--- src/rtl/npd_pkg.sv ---
`timescale 1ns / 1ps
// ----------------------------------------------------------------------------
// Nearest point distance package
// Shared sizes, codes and types for the nearest point distance engine.
// ----------------------------------------------------------------------------
package npd_pkg;

  // Table and coordinate sizes
  localparam int MAX_POINTS = 1024;
  localparam int COORD_BITS = 24;
  localparam int IDX_W      = $clog2(MAX_POINTS);
  localparam int CNT_W      = 11;
  localparam int SQ_W       = 2 * COORD_BITS;
  localparam int SUM_W      = SQ_W + 2;
  localparam int ROOT_W     = SUM_W / 2;
  localparam int DIST_W     = 25;

  // Distance reported when no point is searched
  localparam logic [DIST_W-1:0] DIST_SAT = DIST_W'(29058991);

  // Request opcodes
  typedef enum logic [0:0] {
    OP_LOAD  = 1'b0,
    OP_QUERY = 1'b1
  } op_e;

  // Sequencer states
  typedef enum logic [2:0] {
    ST_IDLE,
    ST_WALK,
    ST_DRAIN,
    ST_ROOT,
    ST_FINISH
  } state_e;

  // Square root unit result
  typedef struct packed {
    logic              done;
    logic [ROOT_W-1:0] root;
  } sqrt_res_t;

endpackage

--- src/rtl/npd_isqrt.sv ---
`timescale 1ns / 1ps
// ----------------------------------------------------------------------------
// Iterative integer square root
// Restoring digit-by-digit root: one result bit per cycle, ROOT_W result bits in all.
// ----------------------------------------------------------------------------
module npd_isqrt (
  input  logic                     clk_i,
  input  logic                     rst_ni,
  input  logic                     start_i,
  input  logic [npd_pkg::SUM_W-1:0] radicand_i,
  output npd_pkg::sqrt_res_t       res_o
);
  import npd_pkg::*;

  localparam int REM_W  = ROOT_W + 2;
  localparam int ACC_W  = REM_W + 2;
  localparam int STEP_W = $clog2(ROOT_W + 1);

  logic [SUM_W-1:0]  rad_q;
  logic [REM_W-1:0]  rem_q, rem_d;
  logic [ROOT_W-1:0] root_q, root_d;
  logic [STEP_W-1:0] step_q;
  logic              busy_q, done_q;
  logic [ACC_W-1:0]  acc, trial, acc_sub;
  logic              fits;

  // Bring down the next bit pair and try the new root bit
  always_comb begin
    acc     = {rem_q, rad_q[SUM_W-1 -: 2]};
    trial   = {2'b00, root_q, 2'b01};
    fits    = (acc >= trial);
    acc_sub = acc - trial;
    rem_d   = fits ? acc_sub[REM_W-1:0] : acc[REM_W-1:0];
    root_d  = {root_q[ROOT_W-2:0], fits};
  end

  // Hold the datapath
  always_ff @(posedge clk_i) begin
    if (start_i) begin
      rad_q  <= radicand_i;
      rem_q  <= '0;
      root_q <= '0;
    end else if (busy_q) begin
      rad_q  <= {rad_q[SUM_W-3:0], 2'b00};
      rem_q  <= rem_d;
      root_q <= root_d;
    end
  end

  // Count the steps
  always_ff @(posedge clk_i or negedge rst_ni) begin
    if (!rst_ni) begin
      step_q <= '0;
      busy_q <= 1'b0;
      done_q <= 1'b0;
    end else if (start_i) begin
      step_q <= STEP_W'(ROOT_W);
      busy_q <= 1'b1;
      done_q <= 1'b0;
    end else if (busy_q) begin
      step_q <= step_q - STEP_W'(1);
      if (step_q == STEP_W'(1)) begin
        busy_q <= 1'b0;
        done_q <= 1'b1;
      end
    end
  end

  assign res_o.done = done_q;
  assign res_o.root = root_q;

endmodule

--- config.mk ---
export PLATFORM = sky130hd
export DESIGN_NAME = npd_isqrt
export DESIGN_NICKNAME = d
export VERILOG_FILES = /design/src/rtl/npd_pkg.sv /design/src/rtl/npd_isqrt.sv
export SDC_FILE = /design/constraint.sdc
export NUM_CORES = 1
export LEC_CHECK = 0
export ABC_AREA = 1
export BUFFER_PORTS_ARGS = -buffer_cell sky130_fd_sc_hd__buf_2
export CAP_MARGIN = 5
export CORE_MARGIN = 2
export CORE_UTILIZATION = 59
export CTS_CLUSTER_DIAMETER = 150
export CTS_CLUSTER_SIZE = 10
export DETAILED_ROUTE_END_ITERATION = 8
export PLACE_DENSITY = 0.83
export SYNTH_ARGS = -nofsm -noshare
export SYNTH_HDL_FRONTEND = slang
export SYNTH_SLANG_ARGS = --single-unit
export TNS_END_PERCENT = 1
--- constraint.sdc ---
create_clock -name clk_i -period 2.1 [get_ports clk_i]
set_clock_uncertainty 0.05 [all_clocks]
set_input_delay 0.105 -clock clk_i [delete_from_list [all_inputs] [get_ports clk_i]]
set_output_delay 0.105 -clock clk_i [all_outputs]
set_load 0.01 [all_outputs]
# Word-level counts from Yosys, hierarchy flattened
# Index checks and enable logic that the tools add are counted.
# classes
addsub	2
magnitude_cmp	1
n_eq_ne	1
mux	11
n_reduce_logical	3
# ops
cell	count
$mux 50	2
$ge 29x27->1	1
$mux 27	1
$sub 27x27->27	1
$mux 5	2
$mux 1	6
$eq 5x1->1 const B	1
$sub 5x1->5 const B	1
$reduce_bool 2->1	2
$reduce_and 2->1	1
# word_totals
regBits	109
out_inout_bits	26
wordCells	24

# Longest topological paths before layout
# Gate-level depths: netlist of the first run.
# logic_depth
ltp_word	4
depth_mapped	16
depth_no_buf	15

# Worst setup path after synthesis of the first run
# OpenSTA, ideal clock, no wires.
# synth_path
path_kind	register to register
from	register root_q[14]
to	register rem_q[10]
setup_ns	0.112
arrival_time_ns	1.755
required_ns	1.938
setup_slack_ns	0.183
stages_incl_launch_ff	15
path_buffers	1
period_less_slack_ns	1.917
cell_sequence	dfxtp_1 inv_1 ha_1 nand2_1 nor2_2 nand2_1 nor2_1 nand2_1 nand3_2 nand2_2 buf_6 nand3_1 nand2_1 nand2_1 nand2_1
# synth_via
elab_chain_len	2
# synth_lines
item	line	source
start, declared	npd_isqrt.sv:21	logic [ROOT_W-1:0] root_q, root_d;
start signal, assigned	npd_isqrt.sv:46	root_q <= root_d;
$ge 29x27->1	npd_isqrt.sv:31	fits = (acc >= trial);
$mux 27	npd_isqrt.sv:33	rem_d = fits ? acc_sub[REM_W-1:0] : acc[REM_W-1:0];
end signal, assigned	npd_isqrt.sv:45	rem_q <= rem_d;
end, declared	npd_isqrt.sv:20	logic [REM_W-1:0] rem_q, rem_d;
# Every way passes these cells.
# A chain may end at the register's enable or synchronous reset.

# Final worst setup path of the first run
# layout_path
from	register root_q[24]
to	register rem_q[8]
# Same word-level chain as after synthesis.

==> impl_results.md, run 1 <==
* Starting density of the core at 60.2%
* Crit Path Class: flip-flop to flip-flop
* Worst Max-Slew Pin Slew at 0.426 ns
* Final nets at 1176
* P_sw at approximately 5000 uW
* Vias in the first global route at ~6300
* Unique masters post-synth at 35
* Rows at 38
* Die extent in y at between 100 and 150 um
* I/O Pins at 79
* Area contributors post-synth: nand2_1 25%, edfxtp_1 23%, dfxtp_1 16%
* Share of post-route cells with drive strength above 1 at a little under 20%
* Min Hold Slack at between 0.007 and 0.008 ns
* Detailed placer's ending HPWL at 11.4 mm
* Drt drc at 0
* Final Hold Viols at 0
* Req. time, crit path at 2.36 ns
* Final ANT Viol Nets at 0
* Antenna diodes at 0
* CP max FO at 10
* Comb pwr share at between 60% and 70%
* Clock root buffer: clkbuf_8
* Ys Warns at 0
* Seq pwr share at a little over a quarter
* GPL Wtd Cong at 0.963
* Mapped Cells at 928
* Fillers at about 760
* Peak supply drop at roughly 0.00075 V
* Minimum clock period at approximately 2.0 ns
* CTS Buffer Depth at 2
* First-pass GRT wire length at approximately 29 mm
* TritonCTS clock tree: built
* Clock Sink Count at about 110
* Finished Cell Area at around 0.0084 mm2
* Flops & latches, synth at between 100 and 150
* H-Tree Depth at 3
* # setup viols final at 0
* Sequential cell area at 0.00272 mm2
* Avg Inst Size Synth at about 7 um2
* Area leader, netlist: nand2_1
* PortBufs at a little under 80
* Power Total at 10700 uW
* DR WL/cell at 15.1 um
* Largest net degree at the start of global routing at a little under 80
* Cell Pwr Density at between 1000 and 1500 mW/mm2
* Clock power share at 12.1%
* First-pass DRT Iterations at 5
* Core outline area at roughly 0.011 mm2
* Total global-route track usage at between 30% and 40%
* Mapped Area at 0.00647 mm2
* Yosys top cell area share at about a quarter
* Top_reg_cell synth: dfxtp_1
* Grt ovf at 0
* Worst-skew pair later-pin latency at between 0.4 and 0.5 ns
* 1st-iter DRT viols at 503
* Final wirelength at around 19 mm
* Fin. max-slew vios at 0
* Max Fclk at between 400 and 500 MHz
* Worst rel slew slack at between 70% and 80%
* Worst Setup Start Kind: flip-flop
* Async set or reset register ratio after synthesis at between 6 and 7%
* Switch share at 46.9%
* Crit. End Element: flip-flop
* Via density at approximately 5.3
* Die width at 109 um
* Initial antenna violation count at 0
* Cell area after placement at around 0.0073 mm2
* EDFF count, synth at 50
* Status: finished clean
* CTS Buf Count at 9
* Worst-path clk slew at about 0.12 ns
* Layout area overhead at 29.7%
* Critical path arrival at 2.31 ns
* Max Cap Violations at 0
* Syn nets at about 1000
* Register area share after synthesis at a little over two fifths
* Die Area at about 0.012 mm2
* Final period utilization at a little over nine tenths
* Hold Crit Class: input port to async pin
* Static Leak at between 0.004 and 0.005 uW
* RSZ-0062 raised after global routing: yes
* Internal power at roughly 5700 uW
* Area of the multi-input gates at between 0.003 and 0.004 mm2
* Via Count at 6569
[layout by cell type, fill, tap and decap left out, drive strengths merged, types with 12 or more instances in the layout]
cell type	netlist	layout
nand2	433	433
o22ai	25	25
a21oi	17	17
nor2	47	47
nand4	12	12
ha	29	29
buf	10	129
inv	130	135
dfxtp	52	52
edfxtp	50	50
dlygate4sd3	0	51
nand3	58	58
[what timing repair did]
item | 4_1_cts | 5_1_grt
endpoints found under the setup margin | 11 | 28
hold buffers | 51 | 0
endpoints found under the hold margin | 57 | 0
resized for setup | 6 | 50
setup buffers | 0 | 1
pin swaps | 2 | 5
[power groups by stage]
stage / registers, uW / logic [uW] / clock network (uW)
finish: 2790 / 6600 / 1290
global route: 2810 / 7350 / 1370
CTS: 2730 / 5950 / 1280
detailed placement: 2760 / 5780 / 0
global placement: 2750 / 5710 / 0
floorplan: 2720 / 4220 / 0
[state kept, by name, summed over array words and instances, names as in the netlist]
name,count
busy_q,1
step_q,5
done_q,1
rad_q,50
rem_q,27
root_q,25
[layer usage]
layer,vias up,global-route usage [%],share of wire (%)
met5,-,0,0
met4,0,11.9,2.9
met3,48,6.75,6.0
met2,264,57.1,51
met1,3017,37.1,40
li1,3240,-,-
[cell families (layout without fill, tap and decap cells)]
family / Yosys count / in the layout / share of synthesized area (%)
adders and majority gates: 29 / 29 / 5.61
buffers and inverters: 158 / 329 / 9.81
DFF: 109 / 109 / 42.0
AOI/OAI and AO/OA: 55 / 55 / 4.97
xor gates and xnor gates: 11 / 11 / 1.49
and+or+nand+nor: 566 / 566 / 36.1
[cells in the mapped netlist, types with 7 or more instances]
library cell,number
ha_1,29
dfrtp_1,7
a21oi_1,15
inv_1,126
o22ai_1,25
nand4_1,12
nand3_1,56
edfxtp_1,50
nor2_1,41
o21ai_0,9
nand2_1,428
dfxtp_1,52
clkbuf_1,15
nand3b_1,7
[critical path, cell delays in order (launching register included)]
cell     delay, ns
dfxtp_1       0.36
inv_1         0.06
ha_1          0.34
nand2_1       0.08
nor3b_1       0.24
nand2_2       0.12
a21oi_4       0.15
nand3_4       0.12
buf_6         0.16
nand2_1       0.08
nand2_1       0.06
nand2_1       0.08
nand2_1       0.06
[metrics by stage]
stage	std cells	setup WS [ns]	setup TNS [ns]	utilization, %
5_1_grt	1239	-0.0628	-0.596	78.1
2_1_floorplan	928	0.183	0	-
3_3_place_gp	1171	0.0374	0	67.9
6_report	1239	0.0544	0	78.1
3_5_place_dp	1171	-0.0145	-0.0145	67.9
4_1_cts	1238	0.00400	0	75.1
[final timing paths]
kind	startpoint	to	slack (ns)	cells past startpoint
worst max-delay path	root_q[24]$_SDFFE_PP0P_	rem_q[8]$_SDFFE_PP0P_	0.05	12
worst min-delay path	rst_ni	step_q[4]$_DFFE_PN0P_	0.007	2
worst max register to register	root_q[24]$_SDFFE_PP0P_	rem_q[8]$_SDFFE_PP0P_	0.05	12
worst min register to register	rem_q[26]$_SDFFE_PP0P_	rem_q[26]$_SDFFE_PP0P_	0.44	2
max in group asynchronous	rst_ni	done_q$_DFFE_PN0P_	1.81	2
min in group clk_i	start_i	rad_q[46]$_DFFE_PP_	0.16	3
[layout make-up]
cell class	count	share of cell area, %
inverter	133	5.95
sequential	109	32.4
tap	140	2.09
clock inverter	7	0.761
clock buffer	9	1.48
timing repair buffer	180	15.7
multi-input combinational	661	41.6
Note: power is estimated with default switching activity, not from simulation.
==> run 2, diff against run 1 <==
- CORE_UTILIZATION: 59 -> 65
- CTS_BUF_LIST: unset -> sky130_fd_sc_hd__clkbuf_8
- PLACE_DENSITY: 0.83 -> 0.9
- clock period: 2.1 -> 2.6 ns (I/O delays scaled with it)
==> run 2 against run 1 <==
The run now ends with negative hold slack left. Sequential power shrank 21%. Flip-flop and latch count is the same. Sequential share of layout area grew 3.1 points. Final cell count shrank 4.1%. Clock-buffer cell count is the same. Worst hold slack lost 0.011 ns. Critical endpoint is now rem_q[2]$_SDFFE_PP0P_. Highest routed layer unchanged.
==> impl_results.md, run 2 (synthesized netlist as in run 1, its figures left out) <==
* RSZ-0062 raised after global routing: no
* 1st-iter DRT viols at ~470
* I/O Pins at between 70 and 80
* H-Tree Depth at 3
* Detailed placer's ending HPWL at 11.1 mm
* CTS Buf Count at 9
* Fin. max-slew vios at 0
* Die width at 104 um
* PortBufs at 78
* Die Area at about 0.011 mm2
* Pre-CTS WS at approximately 0.18 ns
* Critical path's most frequent cell: nand2_1
* Final WS setup at ~0.33 ns
* Peak supply drop at roughly 0.00063 V
* Worst Max-Slew Pin Slew at between 0.5 and 0.6 ns
* Most common cell after layout, fill and taps aside: nand2_1
* Cell Pwr Density at between 1000 and 1500 mW/mm2
* Final period utilization at just under 90%
* Clock Sink Count at between 100 and 150
* Final wirelength at ~19 mm
* Die extent in y at 104 um
* Most frequent cells in the layout: 428 x nand2_1, 127 x inv_1, 78 x buf_2
* Initial antenna violation count at 0
* Starting density of the core at 66.5%
* Antenna diodes at 0
* Status: finished with violations
* Fillers at about 700
* First-pass DRT Iterations at 7
* Crit-path max cell delay at around 0.37 ns
* Rows at 36
* Grt ovf at 0
* Final ANT Viol Nets at 0
* # setup viols final at 0
* DR WL/cell at roughly 16 um
* Worst rel slew slack at about three fifths
* Crit Path Class: flip-flop to flip-flop
* Critical path arrival at 2.51 ns
* Drt drc at 0
* Via density at roughly 5.4
* Minimum clock period at about 2.3 ns
* Clock root buffer: clkbuf_8
* CP max FO at 9
* Crit. End Element: flip-flop
* Failing checks: negative hold slack
* Area of the multi-input gates at just over 0.003 mm2
* Hold Crit Class: input port to flip-flop
* Static Leak at 0.00409 uW
* CP Cell Sequence: inv_1, ha_1, o21ai_1, nand2_1, nand2_1, nand2_1, nand2_1, nand2_1, nand2_2, nand3_4, buf_4, nand2_1, nand2_1, nand2_1, nand2_1
* PostCTS Resize Cnt at 0
* Final nets at between 1000 and 1500
* Critical path's slowest cell: ha_1
* Total global-route track usage at a little over a third
* First-pass GRT wire length at 30.8 mm
* Min Hold Slack at -0.00348 ns
* GPL Wtd Cong at approximately 0.95
* Vias in the first global route at between 6000 and 7000
* Top reg by flops: rad_q
* Max FFs per register at 50
* Top Registers: rad_q x50, rem_q x27, root_q x25
* Largest net degree at the start of global routing at 60
* Worst-path clk slew at about 0.12 ns
* TritonCTS clock tree: built
* Total Neg Setup Slack at 0 ns
* Worst-skew pair later-pin latency at roughly 0.40 ns
* Layout area overhead at 18.2%
* Crit path max-delay family: simple AND/OR/NAND/NOR gates
* Max Cap Violations at 0
* Via Count at ~6400
* Req. time, crit path at ~2.8 ns
* Share of post-route cells with drive strength above 1 at 11.8%
* Final Hold Viols at 1
* CTS Buffer Depth at 2
* Sequential cell area at between 0.002 and 0.003 mm2
* Worst Setup Start Kind: flip-flop
* Crit path buf inv count at 2
* Max Fclk at between 400 and 500 MHz
* Core outline area at approximately 0.0097 mm2
run 2: cell types whose count changed in the layout (fill, tap and decap cells not counted), moves of 2 or more:
cell           before  now
buf_4              47    8
dlygate4sd3_1      51   48
ha_1                5   29
nand2_2            17    5
ha_4               23    0
dfxtp_2             2    0
nor2_2             11    3
a21oi_1            13   15
dfxtp_1            50   52
nand2_1           415  428
nor2_1             33   41
buf_6               2    0
run 2: path summary, 6_finish.rpt:
check                                        from                    end  slack [ns]  depth (start not counted)
min                                 radicand_i[8]     rad_q[8]$_DFFE_PP_      -0.003                          3
max in group asynchronous                  rst_ni     done_q$_DFFE_PN0P_        2.29                          2
min in group asynchronous                  rst_ni  step_q[0]$_DFFE_PN0P_        0.03                          2
max reg2reg                root_q[0]$_SDFFE_PP0P_  rem_q[2]$_SDFFE_PP0P_        0.33                         15
min reg2reg                 rem_q[1]$_SDFFE_PP0P_  rem_q[1]$_SDFFE_PP0P_        0.44                          2
max                        root_q[0]$_SDFFE_PP0P_  rem_q[2]$_SDFFE_PP0P_        0.33                         15
run 2: cell type report:
type,count,area share [%]
multi-input combinational,661,40.8
tap,133,2.18
sequential,109,35.5
clock inverter,7,0.671
inverter,133,6.53
clock buffer,9,1.62
timing repair buffer,136,12.7
run 2: through the flow:
step | cells | hold WS (ns) | util, % | cell area [um2] | power [uW]
after floorplan | 928 | -0.216 | - | 6470 | 5600
after global placement | 1120 | -0.0769 | 71.4 | 6950 | 6450
after detailed placement | 1120 | -0.0824 | 71.4 | 6950 | 6500
after CTS | 1184 | 0.0135 | 78.2 | 7600 | 7520
after global routing | 1188 | 0.0100 | 78.6 | 7650 | 8460
final | 1188 | -0.00348 | 78.6 | 7650 | 7770
run 2: layer usage:
layer | share of wire [%] | global-route usage [%]
met2 | 50 | 63.9
met5 | 0 | 0
met3 | 6.9 | 6.54
met4 | 4.3 | 17.2
met1 | 39 | 40.6
run 2: report_power, final:
part	internal [uW]	switching [uW]	total, uW
clock	357	644	1000
sequential	2050	164	2210
combinational	1610	2950	4550
run 2: repair_timing:
| action | CTS | global route |
|---|---|---|
| setup endpoints to repair | 0 | 19 |
| hold buffers | 48 | 0 |
| setup buffers | 0 | 4 |
| endpoints found under the hold margin | 54 | 0 |
run 2: worst register-to-register path: cells and delay by family (launching register included):
family | cells | cell delay [ns]
DFF | 1 | 0.34
buffers and inverters | 2 | 0.29
and+or+nand+nor | 11 | 1.01
adders and majority gates | 1 | 0.37
AOI/OAI and AO/OA | 1 | 0.10
==> run 3, diff against run 2 <==
- CORE_UTILIZATION: 65 -> 61
- GPL_TIMING_DRIVEN: unset -> 0
- PLACE_DENSITY: 0.9 -> 0.85
- clock period: 2.6 -> 2.52 ns (I/O delays scaled with it)
==> run 3 against run 2 <==
The flow now finishes without violations. Worst setup slack lost 0.099 ns. Clock-buffer cell count stayed put. First-iteration DRC count is 15% lower. Core utilization down 3.5 points. Register-to-register slack lost 0.099 ns. Design area rose by 1.4%. Critical path type unchanged. Largest cell class unchanged. Highest routed layer unchanged.
==> impl_results.md, run 3 (synthesized netlist as in run 1, its figures left out) <==
* P_sw at ~3900 uW
* First-pass DRT Iterations at 5
* Minimum clock period at between 2 and 2.5 ns
* Die Area at approximately 0.011 mm2
* Static Leak at 0.00412 uW
* Largest net degree at the start of global routing at 60
* CTS Buf Count at 9
* Min Hold Slack at around 0.015 ns
* Initial antenna violation count at 0
* Clock root buffer: clkbuf_8
* Worst rel slew slack at 51.8%
* RSZ-0062 raised after global routing: no
* Via Count at 6418
* Drt drc at 0
* TritonCTS clock tree: built
* RR Startpoint: root_q[18]$_SDFFE_PP0P_
* # setup viols final at 0
* Max FFs per register at 50
* Rows at 37
* Internal power at between 4000 and 5000 uW
* Worst-skew pair later-pin latency at roughly 0.41 ns
* Fillers at about 770
* First-pass GRT wire length at between 20 and 30 mm
* H-Tree Depth at 3
* Peak supply drop at 0.000574 V
* Final nets at 1150
* Final wirelength at between 15 and 20 mm
* Cell Pwr Density at ~1000 mW/mm2
* Top Registers: rad_q x50, rem_q x27, root_q x25
* Grt ovf at 0
* Crit. End Element: flip-flop
* Core outline area at between 0.01 and 0.015 mm2
* Clock Sink Count at between 100 and 150
* Most common cell after layout, fill and taps aside: nand2_1
* Final ANT Viol Nets at 0
* Max Cap Violations at 0
* CP max FO at 10
* CP startpoint: root_q[18]$_SDFFE_PP0P_
* Seq pwr share at between 20% and 30%
* Hold Crit Class: input port to async pin
* GPL Wtd Cong at ~0.96
* Fin cells at 1210
* Most frequent cells in the layout: 428 x nand2_1, 126 x inv_1, 80 x buf_2
* Share of post-route cells with drive strength above 1 at 11.6%
* Status: finished clean
* Critical path's slowest cell: ha_1
* Worst Max-Slew Pin Slew at 0.724 ns
* Top reg by flops: rad_q
* Final Hold Viols at 0
* Req. time, crit path at approximately 2.8 ns
* I/O Pins at 79
* CP Cell Sequence: inv_1, ha_1, nand2_1, inv_1, a21oi_2, nand2_1, a21oi_2, nand3_4, nor2_4, buf_6, nand2_1, nand3_1
* PortBufs at 78
* Starting density of the core at a little over three fifths
* Worst Setup Start Kind: flip-flop
* DR WL/cell at 15.1 um
* Crit path buf inv count at 3
* Worst-path clk slew at ~0.12 ns
* 1st-iter DRT viols at 402
* Crit-path max cell delay at approximately 0.36 ns
* Detailed placer's ending HPWL at 11.6 mm
* Placed insts at ~1100
* Fin. max-slew vios at 0
* Vias in the first global route at approximately 6300
* Final period utilization at 90.8%
* Die width at around 110 um
* Via density at between 5 and 6
* Layout area overhead at 19.8%
* Crit path max-delay family: simple AND/OR/NAND/NOR gates
* Comb pwr share at ~58%
* Clock power share at ~14%
* CTS Buffer Depth at 2
* Switch share at approximately 48%
* Critical path arrival at ~2.6 ns
* Max Fclk at between 400 and 500 MHz
* Total global-route track usage at between 30% and 40%
* Critical path's most frequent cell: nand2_1
* Crit Path Class: flip-flop to flip-flop
* Die extent in y at 107 um
run 3: power groups by stage:
| stage | logic (uW) | registers (uW) | clock network, uW |
|---|---|---|---|
| global placement | 4430 | 2300 | 0 |
| floorplan | 3520 | 2270 | 0 |
| finish | 4690 | 2280 | 1170 |
| CTS | 4600 | 2270 | 1170 |
| global route | 5300 | 2310 | 1230 |
| detailed placement | 4510 | 2300 | 0 |
run 3: final cells by class:
type | instances | area, um2 | area share [%]
Antenna cell | 1 | 2.50 | 0.0323
Buffer | 25 | 138 | 1.78
Clock buffer | 9 | 124 | 1.60
Clock inverter | 7 | 83.8 | 1.08
Inverter | 133 | 499 | 6.44
Multi-Input combinational cell | 661 | 3120 | 40.2
Sequential cell | 109 | 2720 | 35.1
Tap cell | 136 | 170 | 2.19
Timing Repair Buffer | 129 | 901 | 11.6
run 3: final timing paths:
| path | endpoint | slack (ns) | depth (start not counted) |
|---|---|---|---|
| max | rem_q[16]$_SDFFE_PP0P_ | 0.23 | 12 |
| min | step_q[3]$_DFFE_PN0P_ | 0.01 | 2 |
| max reg2reg | rem_q[16]$_SDFFE_PP0P_ | 0.23 | 12 |
| min reg2reg | rem_q[1]$_SDFFE_PP0P_ | 0.43 | 2 |
| max in group asynchronous | step_q[2]$_DFFE_PN0P_ | 2.23 | 2 |
| min in group clk_i | root_q[0]$_SDFFE_PP0P_ | 0.13 | 4 |
run 3: metrics by stage:
step	instance area (um2)	utilization [%]	TNS, ns	power (uW)	setup slack (ns)
floorplan	6470	-	0	5780	0.603
global placement	7030	68.1	-4.40	6730	-0.0887
detailed placement	7030	68.1	-5.90	6810	-0.114
CTS	7750	75.0	0	8030	0.0277
global route	7750	75.1	0	8840	0.00830
finish	7750	75.1	0	8140	0.232
run 3: timing repair:
| action | 4_1_cts | 5_1_grt |
|---|---|---|
| buffers inserted | 0 | 0 |
| gates resized for setup | 0 | 2 |
| hold endpoints to repair | 57 | 0 |
| hold buffers | 51 | 0 |
| setup endpoints to repair | 0 | 59 |
run 3: layer usage:
| layer | part of all wire (%) | global-route usage, % | routed length, um |
|---|---|---|---|
| met1 | 40 | 39.1 | 7290 |
| met2 | 50 | 58.5 | 9070 |
| met3 | 7.5 | 6.87 | 1370 |
| met4 | 3.2 | 15.2 | 580 |
| met5 | 0 | 0 | 0 |
